===== config.mk =====
export PLATFORM = sky130hd
export DESIGN_NAME = command_frame_parser_core
export DESIGN_NICKNAME = d
export VERILOG_FILES = /design/src/sv/cfp_pkg.sv /design/src/sv/command_frame_parser_core.sv
export SDC_FILE = /design/constraint.sdc
export NUM_CORES = 2
export LEC_CHECK = 0
export BUFFER_PORTS_ARGS = -buffer_cell sky130_fd_sc_hd__buf_2
export CAP_MARGIN = 20
export CORE_MARGIN = 2
export CORE_UTILIZATION = 50
export DETAILED_ROUTE_END_ITERATION = 12
export PLACE_DENSITY = 0.69
export SYNTH_ARGS = -nofsm -noshare
export SYNTH_HDL_FRONTEND = slang
export SYNTH_SLANG_ARGS = --single-unit

===== constraint.sdc =====
create_clock -name i_clk -period 12.4 [get_ports i_clk]
set_clock_uncertainty 0.15 [all_clocks]
set_input_delay 2.48 -clock i_clk [delete_from_list [all_inputs] [get_ports i_clk]]
set_output_delay 2.48 -clock i_clk [all_outputs]
set_load 0.01 [all_outputs]

===== src/sv/cfp_pkg.sv =====
`timescale 1ns / 1ps

package cfp_pkg;

    // request codes carried in req_type
    localparam logic [1:0] REQ_BYTE  = 2'd0;
    localparam logic [1:0] REQ_REG   = 2'd1;
    localparam logic [1:0] REQ_UNREG = 2'd2;
    localparam logic [1:0] REQ_READ  = 2'd3;

    // result codes carried in result_kind
    localparam logic [1:0] KIND_FRAME = 2'd0;
    localparam logic [1:0] KIND_REG   = 2'd1;
    localparam logic [1:0] KIND_UNREG = 2'd2;
    localparam logic [1:0] KIND_READ  = 2'd3;

    // frame delimiters and command byte masks
    localparam logic [7:0] START_BYTE = 8'hA5;
    localparam logic [7:0] TAIL_BYTE  = 8'h5A;
    localparam logic [7:0] LOW6_MASK  = 8'h3F;
    localparam logic [7:0] GROUP_MASK = 8'hC0;

    // code table: one row per command code, one bit per group
    localparam int TAB_ROWS   = 256;
    localparam int TAB_GROUPS = 4;

    typedef struct packed {
        logic [1:0] req_type;
        logic [7:0] rx_byte;
        logic [1:0] cmd_group;
        logic [7:0] cmd_code;
        logic [7:0] param_index;
    } t_in_word;

    typedef struct packed {
        logic [1:0] result_kind;
        logic       success;
        logic [1:0] frame_group;
        logic [7:0] frame_code;
        logic [7:0] frame_subcode;
        logic [7:0] frame_param_len;
        logic [7:0] param_data;
    } t_out_word;

endpackage


===== src/sv/command_frame_parser_core.sv =====
`timescale 1ns / 1ps

// channel   direction  handshake                  word
// input     in         i_in_valid / o_in_stall    cfp_pkg::t_in_word  i_in_data
// output    out        o_out_valid / i_out_stall  cfp_pkg::t_out_word o_out_data
//
// one word accepted per cycle unless the input is stalled; its result (if any) is
// loaded into the output register as the word moves out of the memory read stage
// the code table port is read at acceptance, written back when the word leaves the stage
// reset runs a clearing pass over the 256 code table rows (input stalled)
// an output stall holds the result register; a word waiting behind it holds the
// read stage and stalls the input, words with no result pass through regardless

module command_frame_parser_core #(
    parameter int PARAM_DEPTH = 256
) (
    input  logic               i_clk,
    input  logic               i_rst_n,
    input  logic               i_in_valid,
    output logic               o_in_stall,
    input  cfp_pkg::t_in_word  i_in_data,
    output logic               o_out_valid,
    input  logic               i_out_stall,
    output cfp_pkg::t_out_word o_out_data
);

    localparam int PAW = $clog2(PARAM_DEPTH);
    localparam int TAW = $clog2(cfp_pkg::TAB_ROWS);

    typedef enum logic [2:0] {
        ST_IDLE,
        ST_CMD1,
        ST_CODE,
        ST_SUB,
        ST_LEN,
        ST_PARM,
        ST_TAIL
    } t_state;

    // memories: code valid table (row = code, bit = group) and parameter store
    logic [cfp_pkg::TAB_GROUPS-1:0] r_tab_mem [cfp_pkg::TAB_ROWS];
    logic [7:0]                     r_par_mem [PARAM_DEPTH];
    logic [cfp_pkg::TAB_GROUPS-1:0] r_tab_q;
    logic [7:0]                     r_par_q;

    // clearing pass after reset
    logic           r_clr_busy;
    logic [TAW-1:0] r_clr_row;

    // read stage: word waiting on its memory data, plus forwarded data
    logic                           r_s1_vld;
    cfp_pkg::t_in_word              r_s1_word;
    logic                           r_s1_tab_hit;
    logic [cfp_pkg::TAB_GROUPS-1:0] r_s1_tab_fwd;
    logic                           r_s1_par_hit;
    logic [7:0]                     r_s1_par_fwd;

    // parser state
    t_state     r_state,  n_state;
    logic [1:0] r_group,  n_group;
    logic [7:0] r_code,   n_code;
    logic [7:0] r_sub,    n_sub;
    logic [7:0] r_len,    n_len;
    logic [7:0] r_count,  n_count;

    // output register
    logic               r_out_vld;
    cfp_pkg::t_out_word r_out_word;

    // memory port signals
    logic                           in_accept;
    logic [TAW-1:0]                 tab_raddr;
    logic [TAW-1:0]                 tab_waddr;
    logic [cfp_pkg::TAB_GROUPS-1:0] tab_wdata;
    logic                           tab_we;
    logic [PAW-1:0]                 par_raddr;
    logic [PAW-1:0]                 par_waddr;
    logic                           par_we;

    // read stage logic
    logic [cfp_pkg::TAB_GROUPS-1:0] tab_row;
    logic [cfp_pkg::TAB_GROUPS-1:0] cmd_row;
    logic                           cmd_tab_we;
    logic                           cmd_par_we;
    logic [7:0]                     par_byte;
    logic [7:0]                     cnt_inc;
    logic                           has_res;
    cfp_pkg::t_out_word             res;
    logic                           s1_adv;
    logic                           n_s1_vld;

    assign in_accept = i_in_valid && !o_in_stall;

    // a received byte looks up its own value as code, requests use cmd_code
    assign tab_raddr = (i_in_data.req_type == cfp_pkg::REQ_BYTE) ?
                       TAW'(i_in_data.rx_byte) : TAW'(i_in_data.cmd_code);
    assign par_raddr = PAW'(i_in_data.param_index);

    // newest table row, taking a same-row write that raced the read
    assign tab_row  = r_s1_tab_hit ? r_s1_tab_fwd : r_tab_q;
    assign par_byte = r_s1_par_hit ? r_s1_par_fwd : r_par_q;
    assign cnt_inc  = r_count + 8'd1;

    // work out the word's effect on parser state, table and store
    always_comb begin
        n_state    = r_state;
        n_group    = r_group;
        n_code     = r_code;
        n_sub      = r_sub;
        n_len      = r_len;
        n_count    = r_count;
        cmd_row    = tab_row;
        cmd_tab_we = 1'b0;
        cmd_par_we = 1'b0;
        has_res    = 1'b0;
        res        = '0;
        unique case (r_s1_word.req_type)
            cfp_pkg::REQ_BYTE: begin
                unique case (r_state)
                    ST_IDLE: begin
                        n_group = '0;
                        n_code  = '0;
                        n_sub   = '0;
                        n_len   = '0;
                        if (r_s1_word.rx_byte == cfp_pkg::START_BYTE) begin
                            n_state = ST_CMD1;
                        end
                    end
                    ST_CMD1: begin
                        // low six bits must be clear, top two pick the group
                        if ((r_s1_word.rx_byte & cfp_pkg::LOW6_MASK) != 8'h00) begin
                            n_state = ST_IDLE;
                        end else begin
                            n_group = 2'((r_s1_word.rx_byte & cfp_pkg::GROUP_MASK) >> 6);
                            n_state = ST_CODE;
                        end
                    end
                    ST_CODE: begin
                        if (tab_row[r_group]) begin
                            n_code  = r_s1_word.rx_byte;
                            n_state = ST_SUB;
                        end else begin
                            n_state = ST_IDLE;
                        end
                    end
                    ST_SUB: begin
                        n_sub   = r_s1_word.rx_byte;
                        n_state = ST_LEN;
                    end
                    ST_LEN: begin
                        n_len = r_s1_word.rx_byte;
                        if (r_s1_word.rx_byte != 8'h00) begin
                            n_count = '0;
                            n_state = ST_PARM;
                        end else begin
                            n_state = ST_TAIL;
                        end
                    end
                    ST_PARM: begin
                        cmd_par_we = 1'b1;
                        if (cnt_inc == r_len) begin
                            n_count = '0;
                            n_state = ST_TAIL;
                        end else begin
                            n_count = cnt_inc;
                        end
                    end
                    ST_TAIL: begin
                        n_state = ST_IDLE;
                        if (r_s1_word.rx_byte == cfp_pkg::TAIL_BYTE) begin
                            has_res             = 1'b1;
                            res.result_kind     = cfp_pkg::KIND_FRAME;
                            res.success         = 1'b1;
                            res.frame_group     = r_group;
                            res.frame_code      = r_code;
                            res.frame_subcode   = r_sub;
                            res.frame_param_len = r_len;
                        end
                    end
                    default: begin
                        n_state = ST_IDLE;
                    end
                endcase
            end
            cfp_pkg::REQ_REG: begin
                has_res         = 1'b1;
                res.result_kind = cfp_pkg::KIND_REG;
                res.success     = !tab_row[r_s1_word.cmd_group];
                cmd_row[r_s1_word.cmd_group] = 1'b1;
                cmd_tab_we      = !tab_row[r_s1_word.cmd_group];
            end
            cfp_pkg::REQ_UNREG: begin
                has_res         = 1'b1;
                res.result_kind = cfp_pkg::KIND_UNREG;
                res.success     = tab_row[r_s1_word.cmd_group];
                cmd_row[r_s1_word.cmd_group] = 1'b0;
                cmd_tab_we      = tab_row[r_s1_word.cmd_group];
            end
            cfp_pkg::REQ_READ: begin
                has_res         = 1'b1;
                res.result_kind = cfp_pkg::KIND_READ;
                res.success     = 1'b1;
                res.param_data  = par_byte;
            end
            default: begin
                has_res = 1'b0;
            end
        endcase
    end

    // a word with a result needs room in the output register
    assign s1_adv     = r_s1_vld && (!has_res || !r_out_vld || !i_out_stall);
    assign o_in_stall = r_clr_busy || (r_s1_vld && !s1_adv);
    assign n_s1_vld   = in_accept || (r_s1_vld && !s1_adv);

    // write ports: clearing pass owns the table until done
    assign tab_we    = r_clr_busy || (s1_adv && cmd_tab_we);
    assign tab_waddr = r_clr_busy ? r_clr_row : TAW'(r_s1_word.cmd_code);
    assign tab_wdata = r_clr_busy ? '0 : cmd_row;
    assign par_we    = s1_adv && cmd_par_we;
    assign par_waddr = PAW'(r_count);

    always_ff @(posedge i_clk) begin
        if (tab_we) begin
            r_tab_mem[tab_waddr] <= tab_wdata;
        end
        if (in_accept) begin
            r_tab_q <= r_tab_mem[tab_raddr];
        end
    end

    always_ff @(posedge i_clk) begin
        if (par_we) begin
            r_par_mem[par_waddr] <= r_s1_word.rx_byte;
        end
        if (in_accept) begin
            r_par_q <= r_par_mem[par_raddr];
        end
    end

    // read stage payload and forwarding capture
    always_ff @(posedge i_clk) begin
        if (in_accept) begin
            r_s1_word    <= i_in_data;
            r_s1_tab_hit <= tab_we && (tab_waddr == tab_raddr);
            r_s1_tab_fwd <= tab_wdata;
            r_s1_par_hit <= par_we && (par_waddr == par_raddr);
            r_s1_par_fwd <= r_s1_word.rx_byte;
        end
    end

    always_ff @(posedge i_clk) begin
        if (!i_rst_n) begin
            r_clr_busy <= 1'b1;
            r_clr_row  <= '0;
            r_s1_vld   <= 1'b0;
            r_state    <= ST_IDLE;
            r_group    <= '0;
            r_code     <= '0;
            r_sub      <= '0;
            r_len      <= '0;
            r_count    <= '0;
            r_out_vld  <= 1'b0;
        end else begin
            if (r_clr_busy) begin
                r_clr_row <= r_clr_row + TAW'(1);
                if (r_clr_row == TAW'(cfp_pkg::TAB_ROWS - 1)) begin
                    r_clr_busy <= 1'b0;
                end
            end
            r_s1_vld <= n_s1_vld;
            if (s1_adv) begin
                r_state <= n_state;
                r_group <= n_group;
                r_code  <= n_code;
                r_sub   <= n_sub;
                r_len   <= n_len;
                r_count <= n_count;
            end
            if (s1_adv && has_res) begin
                r_out_vld  <= 1'b1;
                r_out_word <= res;
            end else if (!i_out_stall) begin
                r_out_vld <= 1'b0;
            end
        end
    end

    assign o_out_valid = r_out_vld;
    assign o_out_data  = r_out_word;

endmodule


=== Yosys cells after proc, flatten, opt, wreduce, memory -nomap -nowiden ===
Memory sizes are Yosys's and may differ from the RTL's. A register that Yosys moved wholly into a read port is not among the register bits.
Index checks and enable logic that the tools add are counted.

* Register bits after elaboration: 119
* Memories: 2
* Bits in writable memories: 3072
* Logic and storage cells: 139
* Output and inout bits: 39

{| class="wikitable"
|+ Memories
! memory !! words !! bits a word !! rd ports !! clocked after Yosys merged registers in !! wr ports !! RTL line !! RTL
|-
| r_par_mem || 256 || 8 || 1 || 1 || 1 || command_frame_parser_core.sv:42 || <nowiki>logic [7:0] r_par_mem [PARAM_DEPTH];</nowiki>
|-
| r_tab_mem || 256 || 4 || 1 || 1 || 1 || command_frame_parser_core.sv:41 || <nowiki>logic [cfp_pkg::TAB_GROUPS-1:0] r_tab_mem [cfp_pkg::TAB_ROWS];</nowiki>
|}

* $add $sub $neg: 2
* Eq/ne operators: 21
* Order comparisons: 3
* Muxes and demuxes: 44
* Reductions and logical operators: 39
* Bitwise gates (word level): 3

{| class="wikitable"
|+ Operators with widths
! cell !! count
|-
| 8-bit case mux with 2 select lines || 4
|-
| 27-bit 2-to-1 mux || 2
|-
| 8-bit 2-to-1 mux || 6
|-
| 8-bit == test || 3
|-
| 3-bit case mux with 6 select lines || 1
|-
| 8-bit by 1-bit adder with 8-bit output (second input constant) || 2
|-
| 8-bit == test (second input constant) || 2
|-
| 4-bit AND reduction || 4
|-
| 8-bit nonzero test || 2
|-
| 1-bit 2-to-1 mux || 15
|-
| 3-bit case mux with 4 select lines || 1
|-
| 2-bit inequality test (second input constant) || 5
|-
| 2-bit nonzero test || 5
|-
| 3-bit == test (second input constant) || 3
|-
| 1-bit logical AND || 9
|-
| 3-bit AND reduction || 3
|-
| 8-bit by 7-bit == test with 1-bit output (second input constant) || 1
|-
| 2-bit 2-to-1 mux || 4
|-
| 4-bit 2-to-1 mux || 2
|-
| 4-bit case mux with 2 select lines || 1
|-
| 3-bit by 2-bit == test with 1-bit output (second input constant) || 2
|-
| 1-bit zero test || 6
|-
| 2-bit by 3-bit less-than comparator with 1-bit output (second input constant) || 2
|-
| 3-bit 2-to-1 mux || 2
|-
| 17 further kinds || 25
|}

=== Logic depth before layout (Yosys ltp) ===
* Depth in word-level cells: 14
* Mapped depth: 14
* Mapped depth without buffers: 9

=== Least setup slack after synthesis ===
Ideal clock, no wire load.

* Kind: reg-to-reg
* Start: register r_clr_busy
* End: register r_s1_tab_fwd[2] in the netlist's numbering, data pin
* Path buffers: 3
* Cell stages (with the launch flop): 5
* Arrival time: 10.676 ns
* Setup time: 2.105 ns
* Period minus slack after synthesis: 12.931 ns
* Path slack: -0.531 ns
* Cell sequence: dfxtp_1 > clkbuf_1 > clkbuf_1 > clkbuf_1 > nor3_1

* Cells in the longest elaborated chain, start to end: 1

{| class="wikitable"
|+ Ends and longest elaborated chain
! element !! RTL line !! RTL
|-
| start, declared || command_frame_parser_core.sv:47 || <nowiki>logic r_clr_busy;</nowiki>
|-
| start signal, assigned || command_frame_parser_core.sv:254 || <nowiki>r_clr_busy <= 1'b1;</nowiki>
|-
| start signal, assigned || command_frame_parser_core.sv:268 || <nowiki>r_clr_busy <= 1'b0;</nowiki>
|-
| 4-bit 2-to-1 mux || command_frame_parser_core.sv:219 || <nowiki>assign tab_wdata = r_clr_busy ? '0 : cmd_row;</nowiki>
|-
| named net tab_wdata, one bit || command_frame_parser_core.sv:74 || <nowiki>logic [cfp_pkg::TAB_GROUPS-1:0] tab_wdata;</nowiki>
|-
| end signal, assigned || command_frame_parser_core.sv:246 || <nowiki>r_s1_tab_fwd <= tab_wdata;</nowiki>
|-
| end, declared || command_frame_parser_core.sv:54 || <nowiki>logic [cfp_pkg::TAB_GROUPS-1:0] r_s1_tab_fwd;</nowiki>
|}

The timed path passes the listed nets, and every way through them passes these cells.
A chain may end at the register's enable or synchronous reset.

==> flow_summary.json <==
{
  "initialDrtViolationCount": 9489,
  "synth_area_per_cell_sq_um": 18.75,
  "antenna_found_initial": 15,
  "area_delta_synth_final_pct": 11.19,
  "cts_root_buffer": "clkbuf_16",
  "hold_violations": 0,
  "cp-end-kind": "flip-flop",
  "synth-seq-cells": 3203,
  "gp_congestion": 0.8880,
  "pwr-share-clk": 0.426,
  "drive_gt1_frac": 0.1970,
  "multiInputGateArea_sq_um": 28440,
  "p_total_mw": 21.92,
  "arrival_ns": 6.89,
  "power_density_nw_per_um2": 156.5,
  "drv_slew": 0,
  "cp.required_ns": 12.96,
  "pre_cts_ws_ns": 5.037,
  "die_area_sq_um": 255900,
  "ys.flop_type": "edfxtp_1",
  "syn_nets": 6760,
  "htree_num_levels": 5,
  "coreArea_sq_um": 250900,
  "track_usage": 0.2411,
  "clockBufferDepth": 4,
  "slew_headroom": 0.2141,
  "netlist_area_sq_um": 125900,
  "fillers": 18620,
  "final.setup.worst_slack_ns": 6.069,
  "status": "completed",
  "stdcell_count": 10420,
  "cts_hold_buf": 0,
  "cts_tree": "built",
  "hold_slack_ns": 0.3303,
  "cap_violations": 0,
  "worstPathMaxFanout": 87,
  "first_pass_iters": 10,
  "grt_pass1_wl_mm": 451.9,
  "cts_buffers": 329,
  "hpwl_mm": 188.9,
  "insertion_delay_ns": 0.97,
  "synth_warnings": 0,
  "worstMarginPinSlew_ns": 1.179,
  "clock_sinks": 3203,
  "final_cell_area_sq_um": 140000,
  "final_util": 0.5580,
  "clock.fmax_mhz": 158.0,
  "start_kind": "primary input",
  "setup_tns_ns": 0,
  "ios": 71,
  "die_x_um": 505.9,
  "postRouteWirelength_mm": 311.1,
  "gr-total-overflow": 0,
  "dp.cells": 9833,
  "vdd_ir_drop_max_v": 0.0001573,
  "fp.dieH_um": 505.9,
  "postCtsSetupBuffers": 0,
  "synth-async-reset-ratio": 0,
  "layout_min_cycle_time_ns": 6.331,
  "min_path_type": "reg -> reg",
  "clk_pin_slew_ns": 0.06,
  "path_class": "in -> reg",
  "dpl-instance-area_sq_um": 129800,
  "intPower_mw": 17.40,
  "antenna_left": 0,
  "synth.distinct_cells": 70,
  "cts.repair.resized": 0,
  "regArea_sq_um": 95700,
  "remaining_drc_errors": 0,
  "rsz0062_at_grt": "no",
  "ys_seq_area_frac": 0.7599,
  "yosys.area.top_type_share": 0.7523,
  "rows": 184,
  "switchingPower_mw": 4.517,
  "swShare": 0.2061,
  "synth-edff-count": 3155,
  "synth.area.top_cells": "edfxtp_1 75%, mux4_2 13%, nor2_1 1.9%",
  "vias": 66150,
  "p_leak_nw": 44.58,
  "start_util": 0.5019,
  "grt_max_degree": 195,
  "grt_pass1_vias": 64890,
  "fin_crit_sh": 0.5105,
  "synth.largest_area_cell": "edfxtp_1",
  "vias_per_cell": 6.346,
  "combPwrFrac": 0.039,
  "avgRoutedWirePerCell_um": 29.85,
  "final_nets": 6870,
  "setup_viol": 0,
  "netlist_instances": 6718,
  "port_buffers": 70,
  "seqPwrFrac": 0.534
}
power by group through the flow:
stage	Combinational (mW)	Clock [mW]	Sequential, mW
floorplan	0.581	0	11.9
global placement	0.845	0	11.9
CTS	0.854	9.45	11.7
detailed placement	0.851	0	11.9
global route	0.896	9.87	11.7
finish	0.858	9.34	11.7
cell type report:
| class | instances | area share |
|---|---|---|
| clock inverters | 170 | 0.01014 |
| diodes | 10 | 0.0001787 |
| flip-flops and latches | 3203 | 0.6835 |
| clock buffers | 399 | 0.06132 |
| well taps | 3348 | 0.02992 |
| repair buffers | 195 | 0.01127 |
| inverters | 21 | 0.0005629 |
| multi-input cells | 3078 | 0.2031 |
logic make-up after synthesis:
kind of cell	after synthesis	synth area share
AO/OA/AOI/OAI	545	0.02917
XOR/XNOR	33	0.002404
flip-flops	3203	0.7599
buffers and inverters	437	0.01548
adder cells (fa/ha/maj)	10	0.0009935
AND/OR/NAND/NOR	1679	0.05779
multiplexers	811	0.1343
worst max-delay path, cell delays in order:
cell     delay (ns)
buf_8          0.51
buf_12         0.54
buf_12         0.62
mux4_2         0.64
mux4_2         0.48
a22oi_1        0.41
a21oi_1        0.29
or4_1          0.56
synthesized netlist by cell type, types with 21 or more instances:
cell and instances:
edfxtp_1 3155, mux4_2 702, nor2_1 626, nand2_1 563, clkbuf_1 237, nand3_1 203
buf_2 109, mux2i_1 104, a21oi_1 94, a22oi_1 82, o21ai_0 73, a31oi_1 69
nand4_1 57, nor3_1 53, dfxtp_1 48, a32oi_1 47, and3_1 38, o22ai_1 37
nor2b_1 36, buf_1 32, a211oi_1 31, nand2b_1 31, buf_4 30, xnor2_1 24
a21boi_0 22, inv_1 21, o211ai_1 21
cells in the final DEF, fill, tap and decap left out, types with 22 or more instances in the layout:
master and count:
edfxtp_1 3155, mux4_2 702, nor2_1 623, nand2_1 558
clkbuf_16 330, nand3_1 202, mux2i_1 103, buf_4 101
a21oi_1 94, a22oi_1 82, o21ai_0 73, a31oi_1 67
clkinv_1 66, buf_2 66, clkbuf_1 62, clkinv_2 59
nand4_1 57, nor3_1 50, a32oi_1 47, dfxtp_1 47
and3_1 37, o22ai_1 37, nor2b_1 34, a211oi_1 31
nand2b_1 30, xnor2_1 24, a21boi_0 22
state kept, by name, indices dropped and copies added, names as in the netlist:
register / flops
r_len: 8
r_tab_mem: 1024
r_s1_par_fwd: 8
r_state: 3
o_out_data: 37
o_out_valid: 1
r_s1_par_hit: 1
r_sub: 8
par_waddr: 8
r_s1_tab_hit: 1
r_clr_row: 8
r_s1_tab_fwd: 4
r_par_q: 8
r_par_mem: 2048
r_group: 2
r_clr_busy: 1
r_code: 8
r_tab_q: 4
r_s1_word: 20
r_s1_vld: 1
routing by layer:
metal	vias to the layer above	GRT usage	wire length, um
met3	612	0.06947	35250
met4	18	0.07330	9747
met5	-	0	141
met1	34530	0.3458	123300
li1	27260	-	-
met2	3725	0.3615	142700
path summary, 6_finish.rpt:
| check | startpoint | to | slack (ns) | depth (start not counted) |
|---|---|---|---|---|
| max reg2reg | r_s1_word[23] | r_tab_mem[157][2] | 7.19 | 10 |
| min reg2reg | r_code[7] | r_code[7] | 0.33 | 2 |
| max | i_in_data[0] | r_par_q[3] | 6.07 | 8 |
| min | r_code[7] | r_code[7] | 0.33 | 2 |
No activity file was read; power rests on OpenSTA's default activity.
